[src/sv/fpfa_pkg.sv]
package fpfa_pkg;

    typedef enum logic [1:0] {
        FIT_FIRST = 2'd0,
        FIT_BEST  = 2'd1,
        FIT_WORST = 2'd2
    } fit_policy_t;

    // Broadcast commands from the controller to every cell
    typedef struct packed {
        logic        load;
        logic        grant;
        fit_policy_t policy;
    } cmd_t;

    // Register select bit of paddr: 0 fit_policy, 1 partitions_in_use
    localparam logic REG_FIT_POLICY = 1'b0;
    localparam logic REG_PARTS      = 1'b1;

    localparam int PARTS_W      = 5;
    localparam int IN_IDX_W     = 4;
    localparam int FIELD_SIZE_W = 16;

endpackage

[src/sv/fpfa_cell.sv]
module fpfa_cell #(
    parameter int IDX       = 0,
    parameter int IW        = 4,
    parameter int SIZE_BITS = 16
) (
    input  logic                           clk,
    input  logic                           rst_n,
    input  fpfa_pkg::cmd_t                 cmd,
    input  logic [fpfa_pkg::IN_IDX_W-1:0]  load_idx,
    input  logic [SIZE_BITS-1:0]           load_size,
    input  logic [IW-1:0]                  grant_idx,
    input  logic [fpfa_pkg::PARTS_W-1:0]   lim,
    input  logic [SIZE_BITS-1:0]           req,
    input  logic                           tin_valid,
    input  logic                           tin_found,
    input  logic [IW-1:0]                  tin_pick,
    input  logic [SIZE_BITS-1:0]           tin_size,
    output logic                           tout_valid,
    output logic                           tout_found,
    output logic [IW-1:0]                  tout_pick,
    output logic [SIZE_BITS-1:0]           tout_size
);
    import fpfa_pkg::*;

    logic                 busy_reg;
    logic                 busy_next;
    logic [SIZE_BITS-1:0] size_reg;
    logic                 tok_valid_reg;
    logic                 tok_found_reg;
    logic [IW-1:0]        tok_pick_reg;
    logic [SIZE_BITS-1:0] tok_size_reg;
    logic                 in_scope;
    logic                 fits;
    logic                 better;
    logic                 take;
    logic                 load_hit;

    always_comb
    begin
        load_hit = cmd.load && (int'(load_idx) == IDX);
        in_scope = (IDX < int'(lim));
        fits     = !busy_reg && (size_reg >= req);
        case (cmd.policy)
            FIT_FIRST: better = !tin_found;
            FIT_BEST:  better = !tin_found || (size_reg <= tin_size);
            FIT_WORST: better = !tin_found || (size_reg >= tin_size);
            default:   better = 1'b0;
        endcase
        take = tin_valid && in_scope && fits && better;

        busy_next = busy_reg;
        if (load_hit)
        begin
            busy_next = 1'b0;
        end
        else if (cmd.grant && (int'(grant_idx) == IDX))
        begin
            busy_next = 1'b1;
        end
    end

    always_ff @(posedge clk or negedge rst_n)
    begin
        if (!rst_n)
        begin
            busy_reg      <= 1'b0;
            tok_valid_reg <= 1'b0;
        end
        else
        begin
            busy_reg      <= busy_next;
            tok_valid_reg <= tin_valid;
        end
    end

    always_ff @(posedge clk)
    begin
        if (load_hit)
        begin
            size_reg <= load_size;
        end
        // Replace the running pick when this partition wins
        if (take)
        begin
            tok_found_reg <= 1'b1;
            tok_pick_reg  <= IW'(IDX);
            tok_size_reg  <= size_reg;
        end
        else
        begin
            tok_found_reg <= tin_found;
            tok_pick_reg  <= tin_pick;
            tok_size_reg  <= tin_size;
        end
    end

    assign tout_valid = tok_valid_reg;
    assign tout_found = tok_found_reg;
    assign tout_pick  = tok_pick_reg;
    assign tout_size  = tok_size_reg;

endmodule

[src/sv/fixed_partition_fit_allocator.sv]
// Fixed-partition allocator: a table of partition sizes, each with a busy flag.
// Input channel s_*: s_tuser is the mode (0 load a partition size, 1 request).
//   A load writes the size and frees the partition; its result echoes the index.
//   A request is matched against the free partitions by the fit policy.
// Output channel m_*: one result item per input item; m_tuser is granted.
// Configuration over APB: fit_policy at 0x0, partitions_in_use at 0x4.
// Sequence: a load's result is registered, then moves into the output register;
//   a request starts a search token that walks the row of partition cells one
//   cell per cycle, and its result is registered when the token leaves the row.
// Throughput: one item at a time; a new item is taken once the previous result
//   has moved into the output register. A new item may be taken while the
//   previous result still waits in the output register.
// Reset clears all busy flags, the fit policy to first fit and
//   partitions_in_use to 16; sizes are undefined until loaded.
// When the receiver stalls, the result holds in the output register and a
//   finished next result waits until it drains.
module fixed_partition_fit_allocator #(
    parameter int PARTITIONS = 16,
    parameter int SIZE_BITS  = 16
) (
    input  logic        clk,
    input  logic        rst_n,
    input  logic        s_tvalid,
    output logic        s_tready,
    // [3:0] partition_index, [19:4] partition_size, [35:20] request_size
    input  logic [39:0] s_tdata,
    // [0] mode
    input  logic        s_tuser,
    output logic        m_tvalid,
    input  logic        m_tready,
    // [3:0] granted_index, [19:4] granted_size
    output logic [23:0] m_tdata,
    // [0] granted
    output logic        m_tuser,
    input  logic        psel,
    input  logic        penable,
    input  logic        pwrite,
    input  logic [2:0]  paddr,
    input  logic [31:0] pwdata,
    output logic [31:0] prdata,
    output logic        pready
);
    import fpfa_pkg::*;

    localparam int IW = (PARTITIONS > 1) ? $clog2(PARTITIONS) : 1;

    typedef enum logic [2:0] {
        ST_IDLE = 3'b001,
        ST_SCAN = 3'b010,
        ST_HOLD = 3'b100
    } state_t;

    state_t                  state_reg;
    state_t                  state_next;
    fit_policy_t             policy_reg;
    logic [PARTS_W-1:0]      parts_reg;
    logic [SIZE_BITS-1:0]    req_reg;
    logic                    start_reg;
    logic                    res_granted_reg;
    logic [IN_IDX_W-1:0]     res_idx_reg;
    logic [FIELD_SIZE_W-1:0] res_size_reg;
    logic                    m_valid_reg;
    logic                    m_valid_next;
    logic                    m_granted_reg;
    logic [IN_IDX_W-1:0]     m_idx_reg;
    logic [FIELD_SIZE_W-1:0] m_size_reg;

    logic                    in_fire;
    logic                    in_mode;
    logic [IN_IDX_W-1:0]     in_pidx;
    logic [SIZE_BITS-1:0]    in_psize;
    logic [SIZE_BITS-1:0]    in_req;
    logic                    scan_done;
    logic                    slot_free;
    logic                    cfg_wr;
    cmd_t                    cmd;

    logic                    tok_valid [PARTITIONS+1];
    logic                    tok_found [PARTITIONS+1];
    logic [IW-1:0]           tok_pick  [PARTITIONS+1];
    logic [SIZE_BITS-1:0]    tok_size  [PARTITIONS+1];

    assign s_tready  = (state_reg == ST_IDLE);
    assign in_fire   = s_tvalid && s_tready;
    assign in_mode   = s_tuser;
    assign in_pidx   = s_tdata[3:0];
    assign in_psize  = SIZE_BITS'(s_tdata[19:4]);
    assign in_req    = SIZE_BITS'(s_tdata[35:20]);
    assign scan_done = tok_valid[PARTITIONS];
    assign slot_free = !m_valid_reg || m_tready;

    assign cmd.load   = in_fire && !in_mode;
    assign cmd.grant  = scan_done && tok_found[PARTITIONS];
    assign cmd.policy = policy_reg;

    // Fresh search token enters the row in the cycle after the request is accepted
    assign tok_valid[0] = start_reg;
    assign tok_found[0] = 1'b0;
    assign tok_pick[0]  = '0;
    assign tok_size[0]  = '0;

    for (genvar i = 0; i < PARTITIONS; i++)
    begin : g_cell
        fpfa_cell #(
            .IDX       (i),
            .IW        (IW),
            .SIZE_BITS (SIZE_BITS)
        ) u_cell (
            .clk        (clk),
            .rst_n      (rst_n),
            .cmd        (cmd),
            .load_idx   (in_pidx),
            .load_size  (in_psize),
            .grant_idx  (tok_pick[PARTITIONS]),
            .lim        (parts_reg),
            .req        (req_reg),
            .tin_valid  (tok_valid[i]),
            .tin_found  (tok_found[i]),
            .tin_pick   (tok_pick[i]),
            .tin_size   (tok_size[i]),
            .tout_valid (tok_valid[i+1]),
            .tout_found (tok_found[i+1]),
            .tout_pick  (tok_pick[i+1]),
            .tout_size  (tok_size[i+1])
        );
    end

    always_comb
    begin
        state_next = state_reg;
        case (state_reg)
            ST_IDLE:
            begin
                if (in_fire)
                begin
                    state_next = in_mode ? ST_SCAN : ST_HOLD;
                end
            end
            ST_SCAN:
            begin
                if (scan_done)
                begin
                    state_next = ST_HOLD;
                end
            end
            ST_HOLD:
            begin
                if (slot_free)
                begin
                    state_next = ST_IDLE;
                end
            end
            default: state_next = ST_IDLE;
        endcase

        m_valid_next = m_valid_reg && !m_tready;
        if ((state_reg == ST_HOLD) && slot_free)
        begin
            m_valid_next = 1'b1;
        end
    end

    assign cfg_wr = psel && penable && pwrite && pready;

    always_ff @(posedge clk or negedge rst_n)
    begin
        if (!rst_n)
        begin
            state_reg   <= ST_IDLE;
            start_reg   <= 1'b0;
            m_valid_reg <= 1'b0;
            policy_reg  <= FIT_FIRST;
            parts_reg   <= PARTS_W'(16);
        end
        else
        begin
            state_reg   <= state_next;
            start_reg   <= in_fire && in_mode;
            m_valid_reg <= m_valid_next;
            if (cfg_wr)
            begin
                case (paddr[2])
                    REG_FIT_POLICY: policy_reg <= fit_policy_t'(pwdata[1:0]);
                    REG_PARTS:      parts_reg  <= pwdata[PARTS_W-1:0];
                    default:        parts_reg  <= parts_reg;
                endcase
            end
        end
    end

    always_ff @(posedge clk)
    begin
        if (in_fire && in_mode)
        begin
            req_reg <= in_req;
        end
        if (cmd.load)
        begin
            res_granted_reg <= 1'b0;
            res_idx_reg     <= in_pidx;
            res_size_reg    <= '0;
        end
        else if (scan_done)
        begin
            res_granted_reg <= tok_found[PARTITIONS];
            res_idx_reg     <= tok_found[PARTITIONS] ? IN_IDX_W'(tok_pick[PARTITIONS]) : '0;
            res_size_reg    <= tok_found[PARTITIONS] ?
                               FIELD_SIZE_W'(tok_size[PARTITIONS]) : '0;
        end
        if ((state_reg == ST_HOLD) && slot_free)
        begin
            m_granted_reg <= res_granted_reg;
            m_idx_reg     <= res_idx_reg;
            m_size_reg    <= res_size_reg;
        end
    end

    always_comb
    begin
        case (paddr[2])
            REG_FIT_POLICY: prdata = {30'd0, policy_reg};
            REG_PARTS:      prdata = {27'd0, parts_reg};
            default:        prdata = '0;
        endcase
    end

    assign pready   = 1'b1;
    assign m_tvalid = m_valid_reg;
    assign m_tuser  = m_granted_reg;
    assign m_tdata  = {4'd0, m_size_reg, m_idx_reg};

`ifndef SYNTHESIS
    a_token_only_in_scan: assert property (@(posedge clk) disable iff (!rst_n)
        scan_done |-> state_reg == ST_SCAN)
        else $error("search token left the row outside a scan");

    a_grant_fits: assert property (@(posedge clk) disable iff (!rst_n)
        (scan_done && tok_found[PARTITIONS]) |-> tok_size[PARTITIONS] >= req_reg)
        else $error("granted partition smaller than request");

    a_no_start_when_ready: assert property (@(posedge clk) disable iff (!rst_n)
        start_reg |-> !s_tready)
        else $error("input ready while a search starts");

    a_hold_after_scan: assert property (@(posedge clk) disable iff (!rst_n)
        scan_done |=> state_reg == ST_HOLD)
        else $error("finished search did not reach result hold");
`endif

endmodule
[config.mk]
export PLATFORM = sky130hd
export DESIGN_NAME = fixed_partition_fit_allocator
export DESIGN_NICKNAME = d
export VERILOG_FILES = /design/src/sv/fpfa_pkg.sv /design/src/sv/fpfa_cell.sv /design/src/sv/fixed_partition_fit_allocator.sv
export SDC_FILE = /design/constraint.sdc
export NUM_CORES = 1
export LEC_CHECK = 0
export BUFFER_PORTS_ARGS = -buffer_cell sky130_fd_sc_hd__buf_4
export CAP_MARGIN = 20
export CORE_AREA = 2 2 334 336
export DETAILED_ROUTE_END_ITERATION = 12
export DIE_AREA = 0 0 336 338
export GPL_TIMING_DRIVEN = 1
export SKIP_LAST_GASP = 1
export SYNTH_ARGS = -nofsm -noshare
export SYNTH_HDL_FRONTEND = slang
export SYNTH_HIERARCHICAL = 1
export SYNTH_SLANG_ARGS = --single-unit
[constraint.sdc]
create_clock -name clk -period 3.2 [get_ports clk]
set_input_delay 0.96 -clock clk [delete_from_list [all_inputs] [get_ports clk]]
set_output_delay 0.96 -clock clk [all_outputs]
set_load 0.005 [all_outputs]
==> results of run 1 <==
-- per-layer routing --
layer / up-vias / wire length (um) / track usage [%]
li1: 12743 / - / -
met1: 12910 / 51000 / 27.8
met5: - / 13 / 0
met3: 148 / 7700 / 2.44
met4: 2 / 2390 / 4.98
met2: 948 / 46600 / 28.8
-- cells by family after synthesis --
logic type	after synthesis	share of synthesized area (%)
flip-flops	694	44.7
AND/OR/NAND/NOR	681	9.69
buffers and inverters	661	7.59
AO/OA/AOI/OAI	598	10.7
adder cells (fa/ha/maj)	560	18.3
multiplexers	276	8.97
other	2	0.0196
-- final timing paths --
check | from | slack, ps | end | depth (start not counted)
worst min-delay path | rst_n | 340 | state_reg[2]$_DFFE_PN0P_ | 1
max in group asynchronous | rst_n | 2290 | policy_reg[0]$_DFFE_PN0P_ | 1
worst max register to register | req_reg[5]$_DFFE_PP_ | 140 | g_cell[9].u_cell/tout_size[6]$_DFF_P_ | 9
worst max-delay path | req_reg[5]$_DFFE_PP_ | 140 | g_cell[9].u_cell/tout_size[6]$_DFF_P_ | 9
worst min register to register | g_cell[8].u_cell/tout_valid$_DFF_PN0_ | 380 | g_cell[9].u_cell/tout_valid$_DFF_PN0_ | 0
min in group clk | g_cell[8].u_cell/tout_valid$_DFF_PN0_ | 380 | g_cell[9].u_cell/tout_valid$_DFF_PN0_ | 0
-- per-stage QoR --
| stage | hold slack (ps) | cell area, um2 |
|---|---|---|
| after floorplan | 346 | 38500 |
| after global placement | 357 | 41300 |
| after detailed placement | 361 | 41300 |
| after CTS | 327 | 43900 |
| after global routing | 356 | 43900 |
| final | 339 | 43900 |
-- critical path: stages, from the launching register on --
cell	delay, ps
edfxtp_1	370
buf_12	250
inv_1	70
ha_1	320
a2111oi_0	470
o21ai_0	170
a211oi_1	370
nor4_1	110
nand3_2	360
mux2_2	410
-- final cells by class --
| class | count | area (um2) | area share [%] |
|---|---|---|---|
| Tap cell | 1488 | 1860 | 4.24 |
| Multi-Input combinational cell | 2186 | 18600 | 42.4 |
| Inverter | 565 | 2120 | 4.83 |
| Sequential cell | 694 | 17100 | 38.9 |
| Antenna cell | 5 | 12.5 | 0.0285 |
| Clock buffer | 105 | 2160 | 4.93 |
| Timing Repair Buffer | 172 | 1640 | 3.74 |
| Clock inverter | 40 | 413 | 0.940 |
-- cells in the final DEF, fill, tap and decap left out, types with 12 or more instances in the layout --
cell / count
a211oi_1: 27
a21o_1: 40
a21oi_1: 182
a221o_1: 15
a22oi_1: 16
a31oi_1: 20
and2_1: 15
buf_12: 28
buf_4: 144
clkbuf_1: 17
clkbuf_16: 79
clkinv_2: 14
conb_1: 71
dfrtp_1: 40
dfxtp_1: 353
edfxtp_1: 297
ha_1: 560
inv_1: 564
mux2_1: 24
mux2_2: 155
mux2_4: 86
nand2_1: 146
nand2b_1: 26
nand3_1: 113
nand3b_1: 39
nand4_1: 61
nor2_1: 119
nor2b_1: 35
nor3_1: 14
nor4_1: 13
o2111ai_1: 12
o211ai_1: 44
o211ai_2: 12
o21a_1: 23
o21ai_0: 95
o21ai_1: 12
or2_2: 15
-- power by group --
part           internal (mW)  total, mW  switching (mW)
Clock                   5.22       9.05            3.84
Combinational           1.92       4.55            2.62
Sequential              10.1       10.8           0.640
Total                   17.3       24.4            7.10
==> flow_metrics.env, run 1 <==
export IMPL_status="completed"
export IMPL_grt_max_degree=45
export IMPL_finalCritPeriodShare_pct=95.6
export IMPL_yosys_warnings=6
export IMPL_cts_buffers=78
export IMPL_drtIter0Drc=2585
export IMPL_p_leak_nw=19.9
export IMPL_dpl_hpwl_mm=73.7
export IMPL_grt_pass1_wl_mm=160
export IMPL_portBuffers=77
export IMPL_critPathLaunchType="flop"
export IMPL_synth_cells=3472
export IMPL_power_mw=24.4
export IMPL_ys_top_cells_by_count="inv_1 (564), ha_1 (560), dfxtp_1 (353)"
export IMPL_post_cts_setup_buffers=0
export IMPL_path_class="flop to flop"
export IMPL_fin_crit_ps=3060
export IMPL_vdd_drop_max_uv=528
export IMPL_worstPathArrival_ps=3580
export IMPL_slew_violations=0
export IMPL_endpoint_kind="flop"
export IMPL_dp_slack_ps=138
export IMPL_dr_pass1_iters=6
export IMPL_cts_tree="done"
export IMPL_vias_per_cell=5.09
export IMPL_grt_overflow=0
export IMPL_start_util_pct=34.8
export IMPL_yosysTopAreaCell="edfxtp_1"
export IMPL_tightest_slew_ps=1100
export IMPL_vias=26751
export IMPL_max_freq_mhz=327
export IMPL_nFillCells=10599
export IMPL_grt_antenna_before_repair=14
export IMPL_drtAntennaViolNets=0
export IMPL_required_ps=3720
export IMPL_synth_edff_count=297
export IMPL_cts_buffer_depth=3
export IMPL_drc=0
export IMPL_dieArea_um2=114000
export IMPL_dieHeight_um=338
export IMPL_fin_cells=5255
export IMPL_synth_most_common_cell="inv_1"
export IMPL_grt_use_total_pct=18.8
export IMPL_cap_violations=0
export IMPL_crit_fanout=17
export IMPL_final_util_pct=39.9
export IMPL_yosysTopAreaCellShare_pct=23.3
export IMPL_routed_wl_mm=108
export IMPL_synth_area_leaders="edfxtp_1 (23%), dfxtp_1 (18%), ha_1 (18%), inv_1 (5.5%), mux2_2 (4.6%)"
export IMPL_slew_headroom_pct=26.9
export IMPL_wire_per_inst_um=20.5
export IMPL_io_pins=143
export IMPL_synthToLayoutAreaGrowth_pct=14.8
export IMPL_ctsResizeCount=0
export IMPL_gp_congestion=0.872
export IMPL_ctsHoldBuffers=0
export IMPL_async_flop_share_pct=6.34
export IMPL_power_density_nw_per_um2=555
export IMPL_root_buffer="clkbuf_16"
export IMPL_die_w_um=336
export IMPL_coreArea_um2=110000
export IMPL_layout_drive_gt1_share_pct=16.6
export IMPL_place_inst=5105
export IMPL_hold_path_class="primary input to async pin"
export IMPL_setup_viol=0
export IMPL_htreeDepth=3
export IMPL_syn_avg_cell_area_um2=11.0
export IMPL_ys_flop_type="dfxtp_1"
export IMPL_hold_violations=0
export IMPL_fin_nets=4340
export IMPL_final_setup_skew_ps=26.5
export IMPL_rows=122
export IMPL_path_clk_slew_ps=60
export IMPL_finalWorstSetupSlack_ps=139
export IMPL_synth_seq_cells=694
export IMPL_clock_latency_ps=650
export IMPL_yosys_cell_types_count=101
export IMPL_first_global_vias=25358
export IMPL_ys_seq_area_share_pct=44.7
export IMPL_syn_area_um2=38200
export IMPL_finalSetupTns_ps=0
export IMPL_grt_setup_unrepaired="false"
export IMPL_cts_num_sinks=694
No activity file was read; power rests on OpenSTA's default activity.
==> inputs of run 2 (changes only) <==
clock period = 3.9 ns   (was 3.2 ns; I/O delays follow)
==> run 2 against run 1 <==
Global-route usage decreased by 0.14 points. Register-to-register slack improved by 310 ps. Sequential power decreased by 18%. Combinational power decreased by 20%. Critical path type unchanged. Critical endpoint is now g_cell[2].u_cell/tout_size[13]$_DFF_P_. Highest routed layer is now met4.
==> flow_metrics.env, run 2 (synthesis gave the netlist of run 1 again) <==
export IMPL_max_freq_mhz=290
export IMPL_status="completed"
export IMPL_grtUsageMet2_pct=29.5
export IMPL_fin_crit_ps=3450
export IMPL_power_density_nw_per_um2=453
export IMPL_vdd_drop_max_uv=406
export IMPL_nFillCells=10518
export IMPL_portBuffers=77
export IMPL_worstPathArrival_ps=3980
export IMPL_finalSetupTns_ps=0
export IMPL_drc=0
export IMPL_p_leak_nw=19.8
export IMPL_grt_antenna_before_repair=11
export IMPL_grt_use_total_pct=18.7
export IMPL_r2r_end="g_cell[2].u_cell/tout_size[13]$_DFF_P_"
export IMPL_final_cell_mix="inv_1 (564), ha_1 (560), dfxtp_1 (353), edfxtp_1 (297), a21oi_1 (182)"
export IMPL_grt_use_met1_pct=26.5
export IMPL_rows=122
export IMPL_die_w_um=336
export IMPL_gp_congestion=0.885
export IMPL_post_cts_setup_buffers=0
export IMPL_power_mw=19.8
export IMPL_rrSetupSlack_ps=450
export IMPL_cts_buffers=76
export IMPL_root_buffer="clkbuf_16"
export IMPL_dp_slack_ps=459
export IMPL_wire_per_inst_um=20.4
export IMPL_first_global_vias=25539
export IMPL_vias=26467
export IMPL_endpoint_kind="flop"
export IMPL_cts_buffer_depth=3
export IMPL_finalInstanceArea_um2=43700
export IMPL_htreeDepth=3
export IMPL_r2r_cells=10
export IMPL_final_common_cell="inv_1"
export IMPL_finalCritPeriodShare_pct=88.4
export IMPL_dpl_instance_area_um2=41100
export IMPL_hold_violations=0
export IMPL_layout_drive_gt1_share_pct=16.5
export IMPL_grt_util_met3_pct=2.92
export IMPL_setup_viol=0
export IMPL_dieArea_um2=114000
export IMPL_grt_setup_unrepaired="false"
export IMPL_crit_fanout=12
export IMPL_required_ps=4430
export IMPL_io_pins=143
export IMPL_drtIter0Drc=1977
export IMPL_path_clk_slew_ps=60
export IMPL_cap_violations=0
export IMPL_setup_worst_path_end="g_cell[2].u_cell/tout_size[13]$_DFF_P_"
export IMPL_tightest_slew_ps=1070
export IMPL_fin_nets=4340
export IMPL_coreArea_um2=110000
export IMPL_slew_violations=0
export IMPL_grt_overflow=0
export IMPL_startpoint="req_reg[10]$_DFFE_PP_"
export IMPL_ctsHoldBuffers=0
export IMPL_final_setup_skew_ps=24.0
export IMPL_dpl_hpwl_mm=75.5
export IMPL_finalWorstSetupSlack_ps=452
export IMPL_ctsResizeCount=0
export IMPL_top_usage_layer="met2"
export IMPL_vias_per_cell=5.04
export IMPL_critPathLaunchType="flop"
export IMPL_clock_latency_ps=650
export IMPL_hold_path_class="flop to flop"
export IMPL_synthToLayoutAreaGrowth_pct=14.2
export IMPL_r2r_start="req_reg[10]$_DFFE_PP_"
export IMPL_start_util_pct=34.8
export IMPL_cts_num_sinks=694
export IMPL_grt_max_degree=45
export IMPL_grt_pass1_wl_mm=159
export IMPL_dr_pass1_iters=5
export IMPL_routed_wl_mm=107
export IMPL_dieHeight_um=338
export IMPL_slew_headroom_pct=28.3
export IMPL_cts_tree="done"
export IMPL_path_class="flop to flop"
export IMPL_drtAntennaViolNets=0
-- run 2: cell types whose count changed in the layout (fill, tap and decap cells not counted), moves of 3 or more --
cell      previous run  this run
clkinv_1             4         7
buf_12              28        11
clkinv_2            14        10
buf_4              144       163
-- run 2: through the flow --
stage | util [%] | hold slack, ps | cells
2_1_floorplan | - | 346 | 3541
3_3_place_gp | 37.4 | 363 | 5107
3_5_place_dp | 37.4 | 362 | 5107
4_1_cts | 39.7 | 369 | 5248
5_1_grt | 39.7 | 371 | 5248
6_report | 39.7 | 371 | 5252
-- run 2: layout make-up --
cell class / count / area (um2) / area share, %
antenna: 4 / 10.0 / 0.0229
clock buffer: 108 / 2240 / 5.12
clock inverter: 33 / 327 / 0.748
inverter: 565 / 2120 / 4.85
multi-input combinational: 2186 / 18600 / 42.6
sequential: 694 / 17100 / 39.1
tap: 1488 / 1860 / 4.26
timing repair buffer: 174 / 1440 / 3.31
-- run 2: where the power goes --
group	switching [mW]	total (mW)	leakage [nW]	internal (mW)
logic	2.12	3.66	12.4	1.54
clock network	3.01	7.26	1.25	4.25
registers	0.550	8.86	6.18	8.31
total	5.68	19.8	19.8	14.1
-- run 2: worst max-delay path, cell delays in order, from the launching register on --
cell and delay, ps:
edfxtp_1 680, buf_4 430, inv_1 80, ha_1 320
a41oi_1 150, a31oi_1 200, o21ai_0 180, a2111oi_2 410
o311a_1 260, buf_4 280, mux2_4 340
-- run 2: how the worst min path moves through the flow --
stage                     depth (start not counted)  slack (ps)                                      to                              startpoint
after floorplan                                   0         350  g_cell[12].u_cell/tout_valid$_DFF_PN0_  g_cell[11].u_cell/tout_valid$_DFF_PN0_
after global placement                            0         360   g_cell[7].u_cell/tout_valid$_DFF_PN0_   g_cell[6].u_cell/tout_valid$_DFF_PN0_
after detailed placement                          0         360   g_cell[4].u_cell/tout_valid$_DFF_PN0_   g_cell[3].u_cell/tout_valid$_DFF_PN0_
after CTS                                         0         370   g_cell[7].u_cell/tout_valid$_DFF_PN0_   g_cell[6].u_cell/tout_valid$_DFF_PN0_
after global routing                              0         370   g_cell[7].u_cell/tout_valid$_DFF_PN0_   g_cell[6].u_cell/tout_valid$_DFF_PN0_
final                                             0         370   g_cell[7].u_cell/tout_valid$_DFF_PN0_   g_cell[6].u_cell/tout_valid$_DFF_PN0_
-- run 2: per-layer routing --
metal,routed length [um],part of all wire (%)
met4,2720,2.5
met5,0,0
met2,47000,44
met3,6360,6.0
met1,50900,48
